### config.mk
export PLATFORM = sky130hd
export DESIGN_NAME = adpcm_channel_decoder_core
export DESIGN_NICKNAME = d
export VERILOG_FILES = /design/src/hdl/acd_pkg.sv /design/src/hdl/adpcm_channel_decoder_core.sv /design/src/hdl/acd_ram.sv /design/src/hdl/acd_nibble.sv
export SDC_FILE = /design/constraint.sdc
export NUM_CORES = 1
export LEC_CHECK = 0
export ABC_AREA = 1
export BUFFER_PORTS_ARGS = -buffer_cell sky130_fd_sc_hd__buf_2
export CORE_MARGIN = 8
export CORE_UTILIZATION = 58
export CTS_CLUSTER_DIAMETER = 80
export CTS_CLUSTER_SIZE = 30
export DETAILED_ROUTE_END_ITERATION = 10
export PLACE_DENSITY = 0.84
export SLEW_MARGIN = 20
export SYNTH_ARGS = -nofsm -noshare
export SYNTH_HDL_FRONTEND = slang
export SYNTH_SLANG_ARGS = --single-unit
### constraint.sdc
create_clock -name clk -period 7.1 [get_ports clk]
set_input_delay 0.71 -clock clk [delete_from_list [all_inputs] [get_ports clk]]
set_output_delay 0.71 -clock clk [all_outputs]
set_load 0.005 [all_outputs]
### src/hdl/acd_pkg.sv
// Shared types, codes and the step-size table of the ADPCM channel decoder.
// No dependencies.
package acd_pkg;

  localparam int CFG_IDX_W  = 2;
  localparam int CFG_DATA_W = 22;

  localparam logic [CFG_IDX_W-1:0] REG_LOOP_START  = 2'd0;
  localparam logic [CFG_IDX_W-1:0] REG_LOOP_LENGTH = 2'd1;
  localparam logic [CFG_IDX_W-1:0] REG_REPEAT      = 2'd2;

  localparam logic OP_START = 1'b0;
  localparam logic OP_STEP  = 1'b1;

  localparam int OFFSET_W = 25;

  localparam logic signed [15:0] SAMPLE_MAX = 16'sh7fff;
  localparam logic signed [15:0] SAMPLE_MIN = -16'sh7fff;
  localparam logic [6:0]         INDEX_MAX  = 7'd88;

  typedef struct packed {
    logic        opcode;
    logic [31:0] data_word;
  } in_item_t;

  typedef struct packed {
    logic signed [15:0]    sample_out;
    logic [OFFSET_W-1:0]   byte_offset_out;
    logic                  high_nibble_next;
    logic                  playing;
  } out_item_t;

  // Working context of the channel, one memory word.
  typedef struct packed {
    logic                active;
    logic [OFFSET_W-1:0] byte_offset;
    logic                second_nibble;
    logic [6:0]          step_index;
    logic signed [15:0]  sample_value;
  } ctx_t;

  // Values captured at the loop start.
  typedef struct packed {
    logic [6:0]         loop_index;
    logic signed [15:0] loop_sample;
  } snap_t;

  typedef struct packed {
    logic [OFFSET_W-1:0] start_off;
    logic [OFFSET_W-1:0] end_off;
    logic                repeat_loop;
  } loop_cfg_t;

  localparam int CTX_W  = $bits(ctx_t);
  localparam int SNAP_W = $bits(snap_t);

  localparam int CTX_DEPTH = 2;
  localparam int RAM_AW    = 1;
  localparam logic [RAM_AW-1:0] ADDR_CTX  = 1'b0;
  localparam logic [RAM_AW-1:0] ADDR_SNAP = 1'b1;

  localparam int OFIFO_DEPTH = 4;
  localparam int OFIFO_AW    = 2;

  function automatic logic [14:0] step_size(input logic [6:0] idx);
    logic [14:0] t;
    case (idx)
      7'd0: t = 15'd7;        7'd1: t = 15'd8;        7'd2: t = 15'd9;
      7'd3: t = 15'd10;       7'd4: t = 15'd11;       7'd5: t = 15'd12;
      7'd6: t = 15'd13;       7'd7: t = 15'd14;       7'd8: t = 15'd16;
      7'd9: t = 15'd17;       7'd10: t = 15'd19;      7'd11: t = 15'd21;
      7'd12: t = 15'd23;      7'd13: t = 15'd25;      7'd14: t = 15'd28;
      7'd15: t = 15'd31;      7'd16: t = 15'd34;      7'd17: t = 15'd37;
      7'd18: t = 15'd41;      7'd19: t = 15'd45;      7'd20: t = 15'd50;
      7'd21: t = 15'd55;      7'd22: t = 15'd60;      7'd23: t = 15'd66;
      7'd24: t = 15'd73;      7'd25: t = 15'd80;      7'd26: t = 15'd88;
      7'd27: t = 15'd97;      7'd28: t = 15'd107;     7'd29: t = 15'd118;
      7'd30: t = 15'd130;     7'd31: t = 15'd143;     7'd32: t = 15'd157;
      7'd33: t = 15'd173;     7'd34: t = 15'd190;     7'd35: t = 15'd209;
      7'd36: t = 15'd230;     7'd37: t = 15'd253;     7'd38: t = 15'd279;
      7'd39: t = 15'd307;     7'd40: t = 15'd337;     7'd41: t = 15'd371;
      7'd42: t = 15'd408;     7'd43: t = 15'd449;     7'd44: t = 15'd494;
      7'd45: t = 15'd544;     7'd46: t = 15'd598;     7'd47: t = 15'd658;
      7'd48: t = 15'd724;     7'd49: t = 15'd796;     7'd50: t = 15'd876;
      7'd51: t = 15'd963;     7'd52: t = 15'd1060;    7'd53: t = 15'd1166;
      7'd54: t = 15'd1282;    7'd55: t = 15'd1411;    7'd56: t = 15'd1552;
      7'd57: t = 15'd1707;    7'd58: t = 15'd1878;    7'd59: t = 15'd2066;
      7'd60: t = 15'd2272;    7'd61: t = 15'd2499;    7'd62: t = 15'd2749;
      7'd63: t = 15'd3024;    7'd64: t = 15'd3327;    7'd65: t = 15'd3660;
      7'd66: t = 15'd4026;    7'd67: t = 15'd4428;    7'd68: t = 15'd4871;
      7'd69: t = 15'd5358;    7'd70: t = 15'd5894;    7'd71: t = 15'd6484;
      7'd72: t = 15'd7132;    7'd73: t = 15'd7845;    7'd74: t = 15'd8630;
      7'd75: t = 15'd9493;    7'd76: t = 15'd10442;   7'd77: t = 15'd11487;
      7'd78: t = 15'd12635;   7'd79: t = 15'd13899;   7'd80: t = 15'd15289;
      7'd81: t = 15'd16818;   7'd82: t = 15'd18500;   7'd83: t = 15'd20350;
      7'd84: t = 15'd22385;   7'd85: t = 15'd24623;   7'd86: t = 15'd27086;
      7'd87: t = 15'd29794;
      default: t = 15'd32767;
    endcase
    return t;
  endfunction

  function automatic logic signed [7:0] index_adj(input logic [2:0] code);
    logic signed [7:0] a;
    case (code)
      3'd4: a = 8'sd2;
      3'd5: a = 8'sd4;
      3'd6: a = 8'sd6;
      3'd7: a = 8'sd8;
      default: a = -8'sd1;
    endcase
    return a;
  endfunction

endpackage

### src/hdl/adpcm_channel_decoder_core.sv
// Top level of the one-channel IMA ADPCM decoder with its context memory.
// Depends on acd_pkg, acd_ram and acd_nibble.
//
//   channel | ports                    | transaction when
//   --------+--------------------------+------------------------------
//   input   | in_valid in_stall in_data   | in_valid high, in_stall low
//   result  | out_valid out_stall out_data| out_valid high, out_stall low
//   config  | cfg_we cfg_index cfg_wdata  | cfg_we high
//
// A new item is not taken while the one before it sits in stage 1: the
// context word is read from the memory when the item is taken and written
// back by stage 2, so the read-modify-write of that one entry sets the pace.
// A result passes stage 1, stage 2 and the result queue before it leaves.
// Reset is synchronous; the memory needs no clearing pass. A stalled result
// channel fills a 4-entry result queue, after which in_stall rises.
module adpcm_channel_decoder_core import acd_pkg::*; (
  input  logic                  clk,
  input  logic                  rst_n,
  input  logic                  in_valid,
  output logic                  in_stall,
  input  in_item_t              in_data,
  output logic                  out_valid,
  input  logic                  out_stall,
  output out_item_t             out_data,
  input  logic                  cfg_we,
  input  logic [CFG_IDX_W-1:0]  cfg_index,
  input  logic [CFG_DATA_W-1:0] cfg_wdata
);

  // Configuration.
  logic [15:0]         loop_start_r;
  logic [21:0]         loop_length_r;
  logic                repeat_r;
  logic [OFFSET_W-1:0] end_off_r;
  logic [22:0]         end_words;
  loop_cfg_t           lcfg;

  // Pipeline.
  logic                in_acc;
  logic                s1_v_r;
  in_item_t            s1_item_r;
  logic                s2_v_r;
  logic                s2_op_r;
  logic [31:0]         s2_word_r;
  logic [3:0]          s2_nib_r;
  logic [15:0]         s2_diff_r;
  ctx_t                s2_ctx_r;
  logic                cap_v_r;
  snap_t               cap_snap_r;

  // Context memory and its read path.
  logic                wr_en;
  logic [RAM_AW-1:0]   wr_addr;
  logic [CTX_W-1:0]    wr_data;
  logic [RAM_AW-1:0]   rd_addr;
  logic [CTX_W-1:0]    ram_q;
  logic [CTX_DEPTH-1:0] vld_r;
  logic                rd_vld_r;
  logic                fwd_hit_r;
  logic [CTX_W-1:0]    fwd_data_r;
  logic [CTX_W-1:0]    rd_eff;
  ctx_t                rd_ctx;
  snap_t               rd_snap;

  // Stage 1 step computation.
  logic [3:0]          s1_nib;
  logic [14:0]         s1_step;
  logic [15:0]         s1_t;
  logic [15:0]         s1_diff;

  // Stage 2 update.
  ctx_t                ctx_nxt;
  logic                capture;
  snap_t               cap_snap;

  // Result queue.
  out_item_t           ofifo_q [OFIFO_DEPTH];
  logic [OFIFO_AW-1:0] ofifo_wp_r;
  logic [OFIFO_AW-1:0] ofifo_rp_r;
  logic [OFIFO_AW:0]   ofifo_cnt_r;
  logic [OFIFO_AW:0]   occupancy;
  logic                push;
  logic                pop;

  // ---------------------------------------------------------------- config
  assign end_words = {7'd0, loop_start_r} + {1'b0, loop_length_r};

  always_ff @(posedge clk) begin
    if (!rst_n) begin
      loop_start_r  <= '0;
      loop_length_r <= '0;
      repeat_r      <= 1'b0;
      end_off_r     <= '0;
    end else begin
      end_off_r <= {end_words, 2'b00};
      if (cfg_we) begin
        case (cfg_index)
          REG_LOOP_START:  loop_start_r  <= cfg_wdata[15:0];
          REG_LOOP_LENGTH: loop_length_r <= cfg_wdata;
          REG_REPEAT:      repeat_r      <= cfg_wdata[0];
          default: ;
        endcase
      end
    end
  end

  assign lcfg.start_off   = {7'd0, loop_start_r, 2'b00};
  assign lcfg.end_off     = end_off_r;
  assign lcfg.repeat_loop = repeat_r;

  // ------------------------------------------------------------ flow control
  assign occupancy = ofifo_cnt_r + {{OFIFO_AW{1'b0}}, s2_v_r};
  assign in_stall  = !rst_n || s1_v_r || (occupancy >= (OFIFO_AW+1)'(OFIFO_DEPTH));
  assign in_acc    = in_valid && !in_stall;

  // ---------------------------------------------------------- context memory
  // The context is read while an item is taken, the loop snapshot while it
  // sits in stage 1. Stage 2 writes the context, the cycle after it the
  // snapshot; either write can land on the edge of the matching read.
  assign rd_addr = s1_v_r ? ADDR_SNAP : ADDR_CTX;
  assign wr_en   = s2_v_r || cap_v_r;
  assign wr_addr = s2_v_r ? ADDR_CTX : ADDR_SNAP;
  assign wr_data = s2_v_r ? CTX_W'(ctx_nxt) : {{(CTX_W-SNAP_W){1'b0}}, cap_snap_r};

  acd_ram #(
    .WIDTH (CTX_W),
    .DEPTH (CTX_DEPTH)
  ) u_ctx_ram (
    .clk     (clk),
    .wr_en   (wr_en),
    .wr_addr (wr_addr),
    .wr_data (wr_data),
    .rd_addr (rd_addr),
    .rd_data (ram_q)
  );

  always_ff @(posedge clk) begin
    if (!rst_n) begin
      vld_r     <= '0;
      rd_vld_r  <= 1'b0;
      fwd_hit_r <= 1'b0;
    end else begin
      if (wr_en) begin
        vld_r[wr_addr] <= 1'b1;
      end
      rd_vld_r  <= vld_r[rd_addr];
      fwd_hit_r <= wr_en && (wr_addr == rd_addr);
    end
    fwd_data_r <= wr_data;
  end

  // An entry never written reads as its reset value of zero.
  assign rd_eff  = fwd_hit_r ? fwd_data_r : (rd_vld_r ? ram_q : '0);
  assign rd_ctx  = ctx_t'(rd_eff);
  assign rd_snap = snap_t'(rd_eff[SNAP_W-1:0]);

  // ----------------------------------------------------------------- stage 1
  assign s1_nib  = rd_ctx.second_nibble ? s1_item_r.data_word[7:4]
                                        : s1_item_r.data_word[3:0];
  assign s1_step = step_size(rd_ctx.step_index);
  assign s1_t    = {1'b0, s1_step};
  assign s1_diff = (s1_t >> 3)
                 + (s1_nib[0] ? (s1_t >> 2) : 16'd0)
                 + (s1_nib[1] ? (s1_t >> 1) : 16'd0)
                 + (s1_nib[2] ? s1_t        : 16'd0);

  always_ff @(posedge clk) begin
    if (!rst_n) begin
      s1_v_r  <= 1'b0;
      s2_v_r  <= 1'b0;
      cap_v_r <= 1'b0;
    end else begin
      s1_v_r  <= in_acc;
      s2_v_r  <= s1_v_r;
      cap_v_r <= s2_v_r && capture;
    end
    if (in_acc) begin
      s1_item_r <= in_data;
    end
    if (s1_v_r) begin
      s2_op_r   <= s1_item_r.opcode;
      s2_word_r <= s1_item_r.data_word;
      s2_nib_r  <= s1_nib;
      s2_diff_r <= s1_diff;
      s2_ctx_r  <= rd_ctx;
    end
    cap_snap_r <= cap_snap;
  end

  // ----------------------------------------------------------------- stage 2
  acd_nibble u_nibble (
    .op       (s2_op_r),
    .word     (s2_word_r),
    .nib      (s2_nib_r),
    .diff     (s2_diff_r),
    .cur      (s2_ctx_r),
    .snap     (rd_snap),
    .lcfg     (lcfg),
    .nxt      (ctx_nxt),
    .capture  (capture),
    .cap_snap (cap_snap)
  );

  // ------------------------------------------------------------ result queue
  assign push = s2_v_r;
  assign pop  = out_valid && !out_stall;

  always_ff @(posedge clk) begin
    if (!rst_n) begin
      ofifo_wp_r  <= '0;
      ofifo_rp_r  <= '0;
      ofifo_cnt_r <= '0;
    end else begin
      if (push) begin
        ofifo_wp_r <= ofifo_wp_r + OFIFO_AW'(1);
      end
      if (pop) begin
        ofifo_rp_r <= ofifo_rp_r + OFIFO_AW'(1);
      end
      case ({push, pop})
        2'b10:   ofifo_cnt_r <= ofifo_cnt_r + (OFIFO_AW+1)'(1);
        2'b01:   ofifo_cnt_r <= ofifo_cnt_r - (OFIFO_AW+1)'(1);
        default: ofifo_cnt_r <= ofifo_cnt_r;
      endcase
    end
    if (push) begin
      ofifo_q[ofifo_wp_r] <= '{sample_out:       ctx_nxt.sample_value,
                               byte_offset_out:  ctx_nxt.byte_offset,
                               high_nibble_next: ctx_nxt.second_nibble,
                               playing:          ctx_nxt.active};
    end
  end

  assign out_valid = (ofifo_cnt_r != '0);
  assign out_data  = ofifo_q[ofifo_rp_r];

endmodule

### src/hdl/acd_ram.sv
// Generic single-port-write, single-port-read RAM with registered read data.
// No dependencies.
module acd_ram #(
  parameter int WIDTH = 8,
  parameter int DEPTH = 2
) (
  input  logic                     clk,
  input  logic                     wr_en,
  input  logic [$clog2(DEPTH)-1:0] wr_addr,
  input  logic [WIDTH-1:0]         wr_data,
  input  logic [$clog2(DEPTH)-1:0] rd_addr,
  output logic [WIDTH-1:0]         rd_data
);

  logic [WIDTH-1:0] mem [DEPTH];

  always_ff @(posedge clk) begin
    if (wr_en) begin
      mem[wr_addr] <= wr_data;
    end
    rd_data <= mem[rd_addr];
  end

endmodule

### src/hdl/acd_nibble.sv
// Context update for one transaction: header load or one nibble decode,
// saturation, index clamp, loop capture and loop end. Depends on acd_pkg.
module acd_nibble import acd_pkg::*; (
  input  logic        op,
  input  logic [31:0] word,
  input  logic [3:0]  nib,
  input  logic [15:0] diff,
  input  ctx_t        cur,
  input  snap_t       snap,
  input  loop_cfg_t   lcfg,
  output ctx_t        nxt,
  output logic        capture,
  output snap_t       cap_snap
);

  localparam logic signed [17:0] SAT_MAX = 18'(SAMPLE_MAX);
  localparam logic signed [17:0] SAT_MIN = 18'(SAMPLE_MIN);

  logic signed [17:0] s_ext;
  logic signed [17:0] add_res;
  logic signed [17:0] sub_res;
  logic signed [15:0] new_sample;
  logic signed [7:0]  idx_sum;
  logic [6:0]         new_index;
  logic [6:0]         hdr_index;
  logic [OFFSET_W-1:0] inc_off;

  assign s_ext   = 18'(cur.sample_value);
  assign add_res = s_ext + $signed({2'b00, diff});
  assign sub_res = s_ext - $signed({2'b00, diff});
  assign idx_sum = $signed({1'b0, cur.step_index}) + index_adj(nib[2:0]);
  assign hdr_index = word[22:16];
  assign inc_off = cur.byte_offset + OFFSET_W'(1);

  always_comb begin
    if (nib[3]) begin
      new_sample = (sub_res < SAT_MIN) ? SAMPLE_MIN : sub_res[15:0];
    end else begin
      new_sample = (add_res > SAT_MAX) ? SAMPLE_MAX : add_res[15:0];
    end
    if (idx_sum < 8'sd0) begin
      new_index = 7'd0;
    end else if (idx_sum > $signed({1'b0, INDEX_MAX})) begin
      new_index = INDEX_MAX;
    end else begin
      new_index = idx_sum[6:0];
    end
  end

  always_comb begin
    nxt      = cur;
    capture  = 1'b0;
    cap_snap = snap;
    if (op == OP_START) begin
      nxt.sample_value  = word[15:0];
      nxt.step_index    = (hdr_index > INDEX_MAX) ? INDEX_MAX : hdr_index;
      nxt.second_nibble = 1'b0;
      nxt.byte_offset   = OFFSET_W'(4);
      nxt.active        = 1'b1;
    end else if (cur.active) begin
      nxt.sample_value  = new_sample;
      nxt.step_index    = new_index;
      nxt.second_nibble = ~cur.second_nibble;
      // A finished high nibble moves to the next byte and may hit the loop start.
      if (cur.second_nibble) begin
        nxt.byte_offset = inc_off;
        if (inc_off == lcfg.start_off) begin
          capture              = 1'b1;
          cap_snap.loop_sample = new_sample;
          cap_snap.loop_index  = new_index;
        end
      end
      if (nxt.byte_offset == lcfg.end_off) begin
        if (lcfg.repeat_loop) begin
          nxt.byte_offset   = lcfg.start_off;
          nxt.sample_value  = cap_snap.loop_sample;
          nxt.step_index    = cap_snap.loop_index;
          nxt.second_nibble = 1'b0;
        end else begin
          nxt.active = 1'b0;
        end
      end
    end
  end

endmodule

==> qor.txt <==
Clock Latency Late Sink -> 0.65 ns
Crit path kind -> reg -> reg
Longest Clk Path Bufs -> 3
Crit-path max cell delay -> 0.58 ns
CTS tree -> built
Largest net degree at the start of global routing -> 88
Post-CTS Setup Inserts -> 0
First-pass GRT wire length -> 113000 µm
DP HPWL -> 49800 µm
Site row count -> 82
Asr flop ratio synth -> 0%
Worst-Margin Slew -> 1.07 ns
Leak pwr -> 13.2 nW
RSZ-0062 raised after global routing -> no
Vias -> 23100
Non-filler cells, final -> 4013
Max Slew Vio Count -> 0
Placed insts -> 3960
Vias in the first global route -> 21300
Final Skew -> 0.0492 ns
Starting Density -> 58.6%
Total clock sinks -> 591
Area of the die -> 58000 µm²
Period utilization -> 90.6%
Most frequent cells in the layout -> 766 x nand2_1, 390 x edfxtp_1, 349 x nor2_1
Max-Cap Viols -> 0
Clock-pin slew of the registers on the worst-case setup and hold paths -> 0.10 ns
DR WL/cell -> 18.1 µm
Most common cell after layout, fill and taps aside -> nand2_1
Mapped cell area -> 29300 µm²
Mean post-synth cell area -> 8.90 µm²
Final setup viols -> 0
Final nets -> 3503
Final hold violation count -> 0
Setup crit end kind -> flop
Worst setup SP type -> flop
Area delta synth->final -> 6.84%
Final antenna-violating net count -> 0
DRT iter0 DRCs -> 2586
CP arrival -> 6.81 ns
Synth Warn # -> 0
Gate Count Post-Synth -> 3298
Register area share after synthesis -> 53.6%
Drt drc -> 0
Slowest CP cell -> a21boi_0
Post-synthesis net count -> 3482
Diode count -> 0
PD cells -> 214 nW/µm²
Top FF cell, synth -> edfxtp_1
Cts-stage hold buffer count -> 0
CTS resizes -> 0
Drt first pass iters -> 6
Worst path most repeated cell -> inv_1
CTS Buf Count -> 28
Routability cong. -> 0.980
Max VDD drop -> 0.258 mV
Normalized max-slew margin -> 28.7%
EDFF count, synth -> 390
Fmax -> 0.155 GHz
Synthesized flop and latch total -> 591
I/O Buffers -> 97
CP top delay family -> compound AO/OA/AOI/OAI gates
Remaining global-route overflow -> 0
Status -> complete, no violations
Crit Path Max Fanout -> 17
Chip Height -> 241 µm
Layout fillers -> 4057
Hold Crit Class -> in -> reg
Die width -> 241 µm
Minimum clock period -> 6.44 ns
Clock H-tree levels -> 1
# IOs -> 107
Setup TNS Final -> 0 ns
Data required, critical path -> 7.47 ns
Worst path buffer plus inverter count -> 7
Number of library cell types mapped by synthesis -> 53
Routed wire length -> 72500 µm
GRT Util Overall -> 24.3%
Root Driver -> clkbuf_16
Antenna violations before repair -> 1
R2R setup slack -> 0.66 ns
Core area -> 50100 µm²
DR vias/cell -> 5.76
Fraction of layout cells with a size suffix above 1 -> 7.45%
-- kinds of logic (layout without fill, tap and decap cells) --
logic type      Yosys count  in the layout  synth area share [%]
xor+xnor                 44             44                  1.31
fa+ha+maj               122            122                  5.97
simple gates           1405           1405                  19.6
flops                   591            591                  53.6
compound gates          637            637                  12.3
buf+inv                 478            521                  6.37
mux                      21             21                 0.806
-- per-stage QoR --
step           utilization [%]  hold slack (ns)  setup slack, ns  total power [mW]  cell area (µm²)
4_1_cts                   62.6            0.225            0.745              6.70            31300
2_1_floorplan                -            0.400             1.39              4.52            29300
6_report                  62.6            0.247            0.665              6.70            31300
5_1_grt                   62.6            0.236            0.239              6.95            31300
3_5_place_dp              60.6            0.405            0.822              4.81            30400
3_3_place_gp              60.6            0.402            0.944              4.79            30400
-- cell usage after synthesis, types with 30 or more instances --
cell type	number	share of area, %
inv_1	324	4.1
a21oi_1	189	3.2
fa_1	30	2.0
dfxtp_1	201	14
xor2_1	34	1.0
nor2_1	351	4.5
ha_1	92	3.9
o21ai_1	31	0.53
clkbuf_1	106	1.4
edfxtp_1	390	40
o21ai_0	243	4.1
nand2_1	766	9.8
o22ai_1	50	1.1
nand3_1	190	3.2
-- state kept, by name (all words and copies together), names as in the netlist, 3 cells and up, named ones only --
| register | cells |
|---|---|
| u_ctx_ram.mem | 100 |
| fwd_data_r | 50 |
| cap_snap_r | 23 |
| s2_nib_r | 4 |
| end_off_r | 23 |
| s2_ctx_r | 50 |
| u_ctx_ram.rd_data | 50 |
| loop_length_r | 22 |
| ofifo_q | 172 |
| loop_start_r | 16 |
| s2_diff_r | 16 |
| s2_word_r | 23 |
| ofifo_cnt_r | 3 |
| s1_item_r | 24 |
-- worst register-to-register path, delay by kind of cell, from the launching register on --
kind | cells | cell delay (ns)
DFF | 1 | 0.34
AOI/OAI and AO/OA | 10 | 2.38
buffers and inverters | 7 | 0.81
adders and majority gates | 4 | 1.24
and+or+nand+nor | 8 | 1.31
xor gates and xnor gates | 1 | 0.14
-- worst paths after layout --
path                           from                       to  cells after the start
min                      in_data[5]   s1_item_r[5]$_DFFE_PP_                      1
max             rd_vld_r$_SDFF_PN0_  s2_diff_r[14]$_DFFE_PP_                     30
min reg2reg  s1_item_r[9]$_DFFE_PP_   s2_word_r[9]$_DFFE_PP_                      0
max reg2reg     rd_vld_r$_SDFF_PN0_  s2_diff_r[14]$_DFFE_PP_                     30
-- where the power goes --
group,switching (mW),total (mW),internal [mW]
clock network,1.15,1.95,0.803
registers,0.0780,3.86,3.78
logic,0.599,0.889,0.290
total,1.82,6.70,4.88
-- layout make-up --
cell class | count | area (µm²) | area share [%]
multi-input cells | 2229 | 11800 | 37.5
clock inverters | 12 | 221 | 0.707
inverters | 335 | 1260 | 4.01
well taps | 672 | 841 | 2.68
flip-flops and latches | 591 | 15700 | 50.2
clock buffers | 40 | 746 | 2.38
repair buffers | 134 | 783 | 2.50
-- per-layer routing --
metal	vias to the layer above	global-route usage (%)	share of wire, %	wire length, µm
li1	11100	-	-	-
met1	10800	33.9	43	30800
met2	1063	39.5	46	33400
met3	148	3.15	8.3	6010
met4	2	7.55	3.0	2190
met5	-	0	0.018	13
No activity file was read; power rests on OpenSTA's default activity.
